===== config.mk =====
export PLATFORM = sky130hd
export DESIGN_NAME = entropy_code_bit_packer_with_stuffing
export DESIGN_NICKNAME = d
export VERILOG_FILES = /design/src/hdl/ecbp_pkg.sv /design/src/hdl/ecbp_front.sv /design/src/hdl/ecbp_queue.sv /design/src/hdl/ecbp_back.sv /design/src/hdl/entropy_code_bit_packer_with_stuffing.sv
export SDC_FILE = /design/constraint.sdc
export NUM_CORES = 1
export LEC_CHECK = 0
export BUFFER_PORTS_ARGS = -buffer_cell sky130_fd_sc_hd__buf_2
export CORE_UTILIZATION = 23
export CTS_BUF_LIST = sky130_fd_sc_hd__clkbuf_2
export DETAILED_ROUTE_END_ITERATION = 7
export PLACE_DENSITY = 0.38
export SYNTH_ARGS = -nofsm -noshare
export SYNTH_HDL_FRONTEND = slang
export SYNTH_SLANG_ARGS = --single-unit

===== constraint.sdc =====
create_clock -name clk -period 7.2 [get_ports clk]
set_input_delay 0.72 -clock clk [delete_from_list [all_inputs] [get_ports clk]]
set_output_delay 0.72 -clock clk [all_outputs]
set_load 0.005 [all_outputs]

===== src/hdl/ecbp_pkg.sv =====
// Shared constants and types for the entropy code bit packer.
package ecbp_pkg;

    localparam int VAL_W  = 16;
    localparam int LEN_W  = 5;
    localparam int PEND_W = 7;
    localparam int CNT_W  = 3;
    localparam int NB_W   = 3;
    localparam int BYTE_W = 8;

    localparam logic [BYTE_W-1:0] ALL_ONES_BYTE = 8'hFF;
    localparam logic [BYTE_W-1:0] STUFF_BYTE    = 8'h00;

    // Per-item control that travels with the packed bytes through the queue.
    typedef struct packed {
        logic [NB_W-1:0] nbytes;
        logic            flush;
    } item_ctl_t;

    // Queue status seen by the front and back parts.
    typedef struct packed {
        logic full;
        logic empty;
    } q_stat_t;

endpackage


===== src/hdl/ecbp_front.sv =====
// Front part: accepts codes, merges them with pending bits and forms whole bytes.
module ecbp_front #(
    parameter int MAX_CODE_BITS = 16
) (
    input  logic                                   clk,
    input  logic                                   rst_n,
    input  logic                                   in_valid,
    output logic                                   in_stall,
    input  logic [ecbp_pkg::VAL_W-1:0]             code_value,
    input  logic [ecbp_pkg::LEN_W-1:0]             code_length,
    input  logic                                   flush,
    input  ecbp_pkg::q_stat_t                      q_stat,
    output logic                                   push,
    output ecbp_pkg::item_ctl_t                    push_ctl,
    output logic [((ecbp_pkg::PEND_W + MAX_CODE_BITS + 7) / 8) * 8 - 1:0] push_bytes
);

    localparam int ACC_W = ecbp_pkg::PEND_W + MAX_CODE_BITS;
    localparam int BW    = ((ACC_W + 7) / 8) * 8;
    localparam int TOT_W = $clog2(ACC_W + 1);
    localparam int SH_W  = $clog2(BW + 1);

    logic [ecbp_pkg::PEND_W-1:0] bits_reg;
    logic [ecbp_pkg::PEND_W-1:0] bits_next;
    logic [ecbp_pkg::CNT_W-1:0]  cnt_reg;
    logic [ecbp_pkg::CNT_W-1:0]  cnt_next;

    logic                        accept;
    logic [TOT_W-1:0]            len_sat;
    logic [TOT_W-1:0]            total;
    logic [ACC_W-1:0]            combined;
    logic [BW-1:0]               aligned;
    logic [BW-1:0]               pad;
    logic [ecbp_pkg::CNT_W-1:0]  rem;
    logic [ecbp_pkg::NB_W-1:0]   nb;

    assign in_stall = q_stat.full;
    assign accept   = in_valid && !in_stall;

    always_comb
    begin
        if (int'(code_length) > MAX_CODE_BITS)
        begin
            len_sat = TOT_W'(MAX_CODE_BITS);
        end
        else
        begin
            len_sat = TOT_W'(code_length);
        end
        total    = len_sat + TOT_W'(cnt_reg);
        combined = (ACC_W'(bits_reg) << len_sat)
                 | (ACC_W'(code_value) & ~({ACC_W{1'b1}} << len_sat));
        // Left-align the stream so that byte 0 sits in the top eight bits.
        aligned  = BW'(combined) << (SH_W'(BW) - SH_W'(total));
        pad      = flush ? ({BW{1'b1}} >> total) : '0;
        rem      = total[ecbp_pkg::CNT_W-1:0];
        if (flush && (rem != '0))
        begin
            nb = ecbp_pkg::NB_W'(total >> 3) + 1'b1;
        end
        else
        begin
            nb = ecbp_pkg::NB_W'(total >> 3);
        end
        bits_next = ecbp_pkg::PEND_W'(combined) & ~({ecbp_pkg::PEND_W{1'b1}} << rem);
        cnt_next  = rem;
        if (flush)
        begin
            bits_next = '0;
            cnt_next  = '0;
        end
    end

    assign push            = accept && (nb != '0);
    assign push_ctl.nbytes = nb;
    assign push_ctl.flush  = flush;
    assign push_bytes      = aligned | pad;

    always_ff @(posedge clk or negedge rst_n)
    begin
        if (!rst_n)
        begin
            bits_reg <= '0;
            cnt_reg  <= '0;
        end
        else if (accept)
        begin
            bits_reg <= bits_next;
            cnt_reg  <= cnt_next;
        end
    end

    // Bits above the pending count must stay clear, or they would leak into later bytes.
    a_pending_clean: assert property (@(posedge clk) disable iff (!rst_n)
        (bits_reg & ({ecbp_pkg::PEND_W{1'b1}} << cnt_reg)) == '0)
        else $error("pending bits set above pending count");

endmodule


===== src/hdl/ecbp_queue.sv =====
// Short queue of packed items between the front and back parts.
module ecbp_queue #(
    parameter int DATA_W = 28
) (
    input  logic              clk,
    input  logic              rst_n,
    input  logic              push,
    input  logic [DATA_W-1:0] push_data,
    input  logic              pop,
    output logic [DATA_W-1:0] pop_data,
    output ecbp_pkg::q_stat_t stat
);

    localparam int DEPTH = 4;
    localparam int PTR_W = $clog2(DEPTH);

    logic [DATA_W-1:0] slot_reg [DEPTH];
    logic [PTR_W-1:0]  wr_ptr_reg;
    logic [PTR_W-1:0]  rd_ptr_reg;
    logic [PTR_W:0]    count_reg;
    logic [PTR_W:0]    count_next;

    assign stat.full  = (count_reg == (PTR_W + 1)'(DEPTH));
    assign stat.empty = (count_reg == '0);
    assign pop_data   = slot_reg[rd_ptr_reg];

    always_comb
    begin
        count_next = count_reg;
        if (push && !pop)
        begin
            count_next = count_reg + 1'b1;
        end
        else if (pop && !push)
        begin
            count_next = count_reg - 1'b1;
        end
    end

    always_ff @(posedge clk)
    begin
        if (push)
        begin
            slot_reg[wr_ptr_reg] <= push_data;
        end
    end

    always_ff @(posedge clk or negedge rst_n)
    begin
        if (!rst_n)
        begin
            wr_ptr_reg <= '0;
            rd_ptr_reg <= '0;
            count_reg  <= '0;
        end
        else
        begin
            if (push)
            begin
                wr_ptr_reg <= wr_ptr_reg + 1'b1;
            end
            if (pop)
            begin
                rd_ptr_reg <= rd_ptr_reg + 1'b1;
            end
            count_reg <= count_next;
        end
    end

endmodule


===== src/hdl/ecbp_back.sv =====
// Back part: sends the bytes of each item one per cycle while out_stall is low and inserts stuffed zeros.
module ecbp_back #(
    parameter int BW = 24
) (
    input  logic                             clk,
    input  logic                             rst_n,
    input  ecbp_pkg::item_ctl_t              head_ctl,
    input  logic [BW-1:0]                    head_bytes,
    input  ecbp_pkg::q_stat_t                q_stat,
    output logic                             pop,
    output logic                             out_valid,
    input  logic                             out_stall,
    output logic [ecbp_pkg::BYTE_W-1:0]      out_byte,
    output logic                             is_stuffed,
    output logic                             last
);

    localparam int MAX_BYTES = BW / 8;

    logic                           out_valid_reg;
    logic                           out_valid_next;
    logic [ecbp_pkg::BYTE_W-1:0]    out_byte_reg;
    logic [ecbp_pkg::BYTE_W-1:0]    out_byte_next;
    logic                           stuffed_reg;
    logic                           stuffed_next;
    logic                           last_reg;
    logic                           last_next;
    logic [ecbp_pkg::NB_W-1:0]      idx_reg;
    logic [ecbp_pkg::NB_W-1:0]      idx_next;
    logic                           stuff_reg;
    logic                           stuff_next;

    logic                           load;
    logic                           go;
    logic                           final_byte;
    logic [ecbp_pkg::BYTE_W-1:0]    sel_byte;

    assign load = !out_valid_reg || !out_stall;
    assign go   = load && !q_stat.empty;

    always_comb
    begin
        sel_byte = '0;
        for (int i = 0; i < MAX_BYTES; i++)
        begin
            if (idx_reg == ecbp_pkg::NB_W'(i))
            begin
                sel_byte = head_bytes[BW - 1 - 8 * i -: 8];
            end
        end
    end

    assign final_byte = (idx_reg == head_ctl.nbytes - 1'b1);

    always_comb
    begin
        out_valid_next = out_valid_reg;
        out_byte_next  = out_byte_reg;
        stuffed_next   = stuffed_reg;
        last_next      = last_reg;
        idx_next       = idx_reg;
        stuff_next     = stuff_reg;
        pop            = 1'b0;
        if (go)
        begin
            out_valid_next = 1'b1;
            if (stuff_reg)
            begin
                out_byte_next = ecbp_pkg::STUFF_BYTE;
                stuffed_next  = 1'b1;
                last_next     = head_ctl.flush && (idx_reg == head_ctl.nbytes);
                stuff_next    = 1'b0;
                if (idx_reg == head_ctl.nbytes)
                begin
                    pop      = 1'b1;
                    idx_next = '0;
                end
            end
            else
            begin
                out_byte_next = sel_byte;
                stuffed_next  = 1'b0;
                if (sel_byte == ecbp_pkg::ALL_ONES_BYTE)
                begin
                    last_next  = 1'b0;
                    stuff_next = 1'b1;
                    idx_next   = idx_reg + 1'b1;
                end
                else
                begin
                    last_next = head_ctl.flush && final_byte;
                    if (final_byte)
                    begin
                        pop      = 1'b1;
                        idx_next = '0;
                    end
                    else
                    begin
                        idx_next = idx_reg + 1'b1;
                    end
                end
            end
        end
        else if (load)
        begin
            out_valid_next = 1'b0;
        end
    end

    always_ff @(posedge clk or negedge rst_n)
    begin
        if (!rst_n)
        begin
            out_valid_reg <= 1'b0;
            idx_reg       <= '0;
            stuff_reg     <= 1'b0;
        end
        else
        begin
            out_valid_reg <= out_valid_next;
            idx_reg       <= idx_next;
            stuff_reg     <= stuff_next;
        end
    end

    always_ff @(posedge clk)
    begin
        out_byte_reg <= out_byte_next;
        stuffed_reg  <= stuffed_next;
        last_reg     <= last_next;
    end

    assign out_valid  = out_valid_reg;
    assign out_byte   = out_byte_reg;
    assign is_stuffed = stuffed_reg;
    assign last       = last_reg;

    a_stuff_zero: assert property (@(posedge clk) disable iff (!rst_n)
        out_valid && is_stuffed |-> out_byte == ecbp_pkg::STUFF_BYTE)
        else $error("stuffed byte is not zero");

    a_stuff_follows: assert property (@(posedge clk) disable iff (!rst_n)
        out_valid && !out_stall && !is_stuffed && (out_byte == ecbp_pkg::ALL_ONES_BYTE)
        |=> out_valid && is_stuffed)
        else $error("0xFF transfer not followed by a stuffed zero");

    a_pop_nonempty: assert property (@(posedge clk) disable iff (!rst_n)
        pop |-> !q_stat.empty)
        else $error("queue popped while empty");

endmodule


===== src/hdl/entropy_code_bit_packer_with_stuffing.sv =====
// Top level of the entropy code bit packer with 0xFF byte stuffing.
//
// Input channel: in_valid/in_stall carry one code per transfer (code_value,
// code_length, flush). Code bits are appended most significant first to a
// small accumulator; code lengths above MAX_CODE_BITS are clipped to it.
// Output channel: out_valid/out_stall carry one stream byte per transfer,
// with is_stuffed marking the 0x00 inserted after each 0xFF and last marking
// the final byte that a flush item produces.
// The first byte of a code passes through the queue and then the output
// register before it reaches the output. The output register sends one byte
// per cycle while out_stall is low; a code makes 0 to 6 bytes with the
// default MAX_CODE_BITS. A four-entry queue between the front and back
// parts lets new codes arrive while earlier bytes still drain.
// Reset clears the pending bits, the queue and the output valid flag.
// When the receiver stalls, the output byte holds; once the queue fills,
// in_stall rises and the sender waits.
module entropy_code_bit_packer_with_stuffing #(
    parameter int MAX_CODE_BITS = 16
) (
    input  logic                          clk,
    input  logic                          rst_n,
    input  logic                          in_valid,
    output logic                          in_stall,
    input  logic [ecbp_pkg::VAL_W-1:0]    code_value,
    input  logic [ecbp_pkg::LEN_W-1:0]    code_length,
    input  logic                          flush,
    output logic                          out_valid,
    input  logic                          out_stall,
    output logic [ecbp_pkg::BYTE_W-1:0]   out_byte,
    output logic                          is_stuffed,
    output logic                          last
);

    // Width of the byte window that one code can fill, rounded to whole bytes.
    localparam int BW     = ((ecbp_pkg::PEND_W + MAX_CODE_BITS + 7) / 8) * 8;
    localparam int DATA_W = BW + $bits(ecbp_pkg::item_ctl_t);

    ecbp_pkg::q_stat_t   q_stat;
    ecbp_pkg::item_ctl_t push_ctl;
    ecbp_pkg::item_ctl_t head_ctl;
    logic [BW-1:0]       push_bytes;
    logic [BW-1:0]       head_bytes;
    logic                push;
    logic                pop;
    logic [DATA_W-1:0]   head_data;

    // The front classifies each transfer: how many whole bytes it completes
    // and whether it ends the scan. Codes that complete nothing only update
    // the pending bits and never enter the queue.
    ecbp_front #(
        .MAX_CODE_BITS (MAX_CODE_BITS)
    ) u_front (
        .clk         (clk),
        .rst_n       (rst_n),
        .in_valid    (in_valid),
        .in_stall    (in_stall),
        .code_value  (code_value),
        .code_length (code_length),
        .flush       (flush),
        .q_stat      (q_stat),
        .push        (push),
        .push_ctl    (push_ctl),
        .push_bytes  (push_bytes)
    );

    ecbp_queue #(
        .DATA_W (DATA_W)
    ) u_queue (
        .clk       (clk),
        .rst_n     (rst_n),
        .push      (push),
        .push_data ({push_ctl, push_bytes}),
        .pop       (pop),
        .pop_data  (head_data),
        .stat      (q_stat)
    );

    assign head_ctl   = head_data[DATA_W-1:BW];
    assign head_bytes = head_data[BW-1:0];

    // The back walks the bytes of the head item and places a stuffed zero
    // right after every 0xFF before it moves on.
    ecbp_back #(
        .BW (BW)
    ) u_back (
        .clk        (clk),
        .rst_n      (rst_n),
        .head_ctl   (head_ctl),
        .head_bytes (head_bytes),
        .q_stat     (q_stat),
        .pop        (pop),
        .out_valid  (out_valid),
        .out_stall  (out_stall),
        .out_byte   (out_byte),
        .is_stuffed (is_stuffed),
        .last       (last)
    );

endmodule

; ---- After elaboration in Yosys (flattened, before gate mapping)
; Memory sizes are Yosys's and may differ from the RTL's.
; Cells that the tools add are included.
[totals]
reg_bits = 32
ramBits = 112
inputBits = 26
out_inout_bits = 12
wordCells = 90
mem_count = 1
[op_classes]
n_addsub = 9
n_lt_le_gt_ge = 1
eq_ne = 7
n_shift = 5
mux = 28
n_bitwise = 6
n_reduce_logical = 22
[memory_table]
columns = name, depth, word_bits, rd, rd_ports_with_merged_regs, wr, line
row1 = u_queue.slot_reg, 4, 28, 1, 0, 1, ecbp_queue.sv:17  ; logic [DATA_W-1:0] slot_reg [DEPTH];
[op_table]
columns = operator, count
row1 = two-way mux 24 bit, 1
row2 = two-way mux 3 bit, 8
row3 = two-way mux 8 bit, 3
row4 = OR 24 bit, 1
row5 = left shift 23 x 5 -> 24 bit, 1
row6 = >> shifter 24 x 5 -> 24 bit (first input constant), 1
row7 = bitwise AND 16 x 23 -> 23 bit, 1
row8 = inverter 23 bit, 1
row9 = OR 23 bit, 1
row10 = left shift 23 x 5 -> 23 bit (first input constant), 1
row11 = left shift 7 x 5 -> 23 bit, 1
row12 = two-way mux 1 bit, 14
row13 = == test 8 bit (second input constant), 1
row14 = logical AND 1 bit, 8
row15 = bitwise AND 7 bit, 1
row16 = two-way mux 7 bit, 1
row17 = inverter 7 bit, 1
row18 = left shift 7 x 3 -> 7 bit (first input constant), 1
row19 = adder 3 x 1 -> 3 bit (second input constant), 2
row20 = == test 3 bit, 2
row21 = zero test 1 bit, 6
row22 = zero test 3 bit, 2
row23 = nonzero test 3 bit, 2
row24 = subtractor 3 x 1 -> 3 bit (second input constant), 2
row25 = other kinds (13), 15

; ---- Longest topological paths before layout
[logic_depth]
word_depth = 12
ltp_mapped = 19

; ---- By module
; A second synthesis with hierarchy kept.
[unflattened]
cells_unflattened = 788
area_unflattened_um2 = 8987.4
[by_module_without_submodules]
columns = module, instances, cells_per_inst, area_each_um2
row1 = ecbp_queue, 1, 180, 4435.5
row2 = ecbp_front, 1, 506, 3568.4
row3 = ecbp_back, 1, 102, 983.4

; ---- Worst setup path after synthesis
; No wires, ideal clock.
[synth_timing]
kind = input-to-reg
from = in code_length[4] (netlist name)
to = mem u_queue.slot_reg[0][0] (enable)
t_arrival_ps = 3759
required_time_ps = 6813
path_slack_ps = 3053
cell_stages = 14
path_cell_list = buf_6 > nor2b_2 > buf_6 > ha_1 > clkinv_1 > buf_1 > ha_1 > ha_1 > inv_1 > nand2_1 > nor2_1 > a21oi_1 > o311a_1 > and2_1
[synth_rtl]
columns = item, line
row1 = from (decl), entropy_code_bit_packer_with_stuffing.sv:25  ; input logic [ecbp_pkg::LEN_W-1:0] code_length,
row2 = to (decl), ecbp_queue.sv:17

; ---- Worst setup path in the final report
[layout_timing]
from = in code_length[0] (netlist name)
to = mem u_queue.slot_reg[0][12] (data pin)
[layout_between]
elab_chain_cells = 8
word_cells_on_any_way = 13
classes_between = add/sub: 2 / order compare: 1 / shift: 4 / mux: 2 / bitwise: 4
[layout_rtl]
columns = item, line
row1 = greater-than comparator 5 bit, ecbp_front.sv:42  ; if (int'(code_length) > MAX_CODE_BITS)
row2 = two-way mux 5 bit (*), ecbp_front.sv:42
row3 = branches (longest 5 deep; another with adder 5 x 3 -> 5 bit), -
row4 = OR 24 bit (*), ecbp_front.sv:77  ; assign push_bytes = aligned | pad;
row5 = net push_bytes[12], entropy_code_bit_packer_with_stuffing.sv:41  ; logic [BW-1:0] push_bytes;
; Mark *: on every way through the listed nets, which the timed path passes.

==> flow_summary_export.csv <==
group,metric,value,unit
outcome,status,"completed",
worst_setup_path,critPathKind,"in -> reg",
clock_tree,cts-resized-gates,0,
worst_setup_path,slowest_delay,0.53,ns
global_route,grt_use_total,13.4,%
clock_tree,path_clk_slew,0.22,ns
floorplan,io_pins,38,
synthesis,syn_nets,749,
worst_setup_path,critPathLaunchType,"input pin",
timing,max-slew-margin-rel,35.2,%
timing,setup_slack,2.49,ns
route,totalWireLength,24900,um
floorplan,rows,69,
global_route,grt_pass1_vias,6092,
global_route,grt_pass1_wl,38700,um
timing,worst_slew_pin_slew,0.959,ns
worst_setup_path,worstPathRequired,7.64,ns
power,p_seq_share,35.4,%
layout,synthToLayoutAreaGrowth,10.4,%
timing,rsz0062_at_grt,"false",
placement,dpl_cell_area,9100,um^2
synthesis,syn_inst,703,
worst_setup_path,reg2regPathDepth,11,
synthesis,syn_avg_cell_area,12.1,um^2
route,vias,5989,
synthesis,synthDistinctLibCells,89,
worst_setup_path,crit_path_frequent_cell,"ha_1",
worst_setup_path,worstPathMaxFanout,33,
worst_setup_path,arrival,5.14,ns
synthesis,synth_top_cell_by_area,"edfxtp_1",
route,drc,0,
clock_tree,clockRootBuffer,"clkbuf_2",
route,antenna_left,0,
power,p_total,0.00415,W
layout,ff_latch_area,4220,um^2
synthesis,ys_seq_elements,144,
layout,fin_cells,1198,
timing,hold_violations,0,
min_path,whs_path_depth,3,
synthesis,async_flop_share,15.3,%
global_route,grt_max_degree,40,
placement,portBuffers,37,
power,ir_drop,0.139,mV
power,powerDensity,443,nW/um^2
timing,fmax,212,MHz
placement,gp_congestion,0.817,
layout,nFillCells,3799,
synthesis,synth_area,8490,um^2
global_route,antenna_found_initial,1,
route,drtIter0Drc,469,
worst_setup_path,slowest_stage,"ha_1",
layout,final_layout_size_suffix_gt1_share,20.4,%
synthesis,synthTopCellsByArea,"edfxtp_1 (43%), mux4_2 (8.5%), dfrtp_1 (6.5%), mux2i_1 (3.1%), ha_1 (2.8%)",
route,viasPerCell,5.00,
placement,dp_slack,1.78,ns
synthesis,yosysMostFrequentCell,"edfxtp_1",
worst_setup_path,crit_chain,"buf_2 > nor2b_2 > ha_1 > buf_4 > clkinv_1 > ha_1 > inv_1 > ha_1 > buf_4 > nor3_1 > a2111oi_0 > o31a_1 > a221oi_1 > nor2_1 > or3_1",
floorplan,initial_core_util,23.6,%
global_route,grt_overflow_total,0,
synthesis,synth_top_cells_by_count,"edfxtp_1 (122), nand2_1 (62), nor2_1 (47), mux4_2 (32), mux2i_1 (26)",
clock_tree,h-tree-depth,4,
timing,tns,0,ns
clock_tree,hold_buffers,1,
layout,multi_input_area,3920,um^2
power,p_switching,0.00178,W
route,wl_per_cell,20.8,um
synthesis,yosys_warnings,0,
timing,clock_skew,0.0518,ns
power,p_leak,3.28,nW
placement,dp.cells,1164,
floorplan,die_area,37700,um^2
power,switching_share,42.9,%
power,combPwrFrac,52.8,%
floorplan,core-area,35900,um^2
min_path,min_path_type,"in -> reg",
timing,slew_violations,0,
job,cap_violations,0,
timing,setup_viol,0,
timing,min_period,4.71,ns
route,firstDrtPassIters,5,
clock_tree,clkSinkCount,144,
worst_setup_path,crit_path_end_kind,"flop",
clock_tree,cts_buffers,17,
clock_tree,insertion_delay,0.71,ns
floorplan,die_w,194,um
clock_tree,cts_setup_buffers,0,
floorplan,die_h,194,um
layout,largest_reg_flops,112,
clock_tree,cts_tree,"done",
timing,fin_crit_sh,65.4,%
layout,layout.nets,769,
placement,dpl.hpwl,17700,um
synthesis,synth_top_area_share,43.2,%
layout,fin_area,9370,um^2
synthesis,synth_edf_count,122,
power,p_clk_share,11.7,%
synthesis,seq_area_frac_synth,49.6,%
power,p_int,0.00237,W
synthesis,synth_top_flop_cell,"edfxtp_1",
clock_tree,cts.path.max_buffers,2,
-- critical path, delay by kind of cell --
kind            cells  cell delay, ns
simple gates        4            1.26
buf+inv             5            1.43
compound gates      3            0.74
fa+ha+maj           3            0.99
-- cell families after synthesis --
| logic type | count (synthesis) | synth area share, % |
|---|---|---|
| adder cells (fa/ha/maj) | 20 | 3.04 |
| AND/OR/NAND/NOR | 192 | 11.0 |
| AO/OA/AOI/OAI | 174 | 15.6 |
| multiplexers | 78 | 14.6 |
| flip-flops | 144 | 49.6 |
| buffers and inverters | 77 | 4.20 |
| XOR/XNOR | 18 | 1.95 |
-- routing by layer --
| metal | track usage, % | routed length [um] | up-vias |
|---|---|---|---|
| met5 | 0 | 0 | - |
| met3 | 2.19 | 803 | 33 |
| met2 | 21.6 | 11600 | 136 |
| met4 | 4.00 | 514 | 0 |
| li1 | - | - | 2787 |
| met1 | 18.5 | 12000 | 3033 |
-- stage by stage --
step	hold WS (ns)	utilization, %
2_1_floorplan	0.423	-
3_3_place_gp	0.477	25.3
3_5_place_dp	0.480	25.3
4_1_cts	0.115	26.1
5_1_grt	0.131	26.1
6_report	0.214	26.1
-- cell usage in the layout, fill, tap and decap left out, types with 4 or more instances in the layout --
cell,count
clkbuf_2,18
dfrtp_1,21
a221oi_1,14
a221o_1,14
a21o_1,4
buf_2,37
o311ai_0,4
mux2_2,15
clkinvlp_4,5
a31oi_1,8
edfxtp_1,122
nor2b_1,4
o21ai_1,5
ha_1,19
and2_1,8
xor2_1,4
inv_1,23
o21a_1,5
o211ai_1,5
nand2_1,62
nand3_1,9
mux2i_1,26
nor4_1,5
mux4_2,32
nand2b_1,11
a211o_1,4
xnor2_1,13
nor2_1,47
o21ai_0,24
o31ai_1,6
a32o_1,5
nor3b_1,5
a211oi_1,4
nor3_1,17
buf_4,14
a21oi_1,25
-- power groups by stage --
stage | clock [W] | sequential (W) | combinational, W
global placement | 0 | 0.00150 | 0.00221
finish | 0.000488 | 0.00147 | 0.00219
global route | 0.000539 | 0.00150 | 0.00240
CTS | 0.000511 | 0.00148 | 0.00221
detailed placement | 0 | 0.00150 | 0.00220
floorplan | 0 | 0.00143 | 0.00158
-- layout make-up --
class / instances / share of cell area (%)
antenna: 1 / 0.0267
clock buffer: 18 / 0.961
clock inverter: 14 / 1.79
inverter: 26 / 1.04
multi-input combinational: 482 / 41.9
sequential: 144 / 45.0
tap: 461 / 6.15
timing repair buffer: 52 / 3.20
-- path summary, 6_finish.rpt --
check,startpoint,endpoint,slack (ns)
max in group asynchronous,rst_n,u_queue.rd_ptr_reg[0],6.29
worst min register to register,u_queue.count_reg[2],u_queue.count_reg[2],0.52
worst min-delay path,out_stall,u_back.out_valid,0.21
worst max register to register,u_queue.rd_ptr_reg[0],u_queue.count_reg[1],2.92
min in group asynchronous,rst_n,u_front.bits_reg[2],0.47
worst max-delay path,code_length[0],u_queue.slot_reg[0][12],2.49
Note: power is estimated with default switching activity, not from simulation.
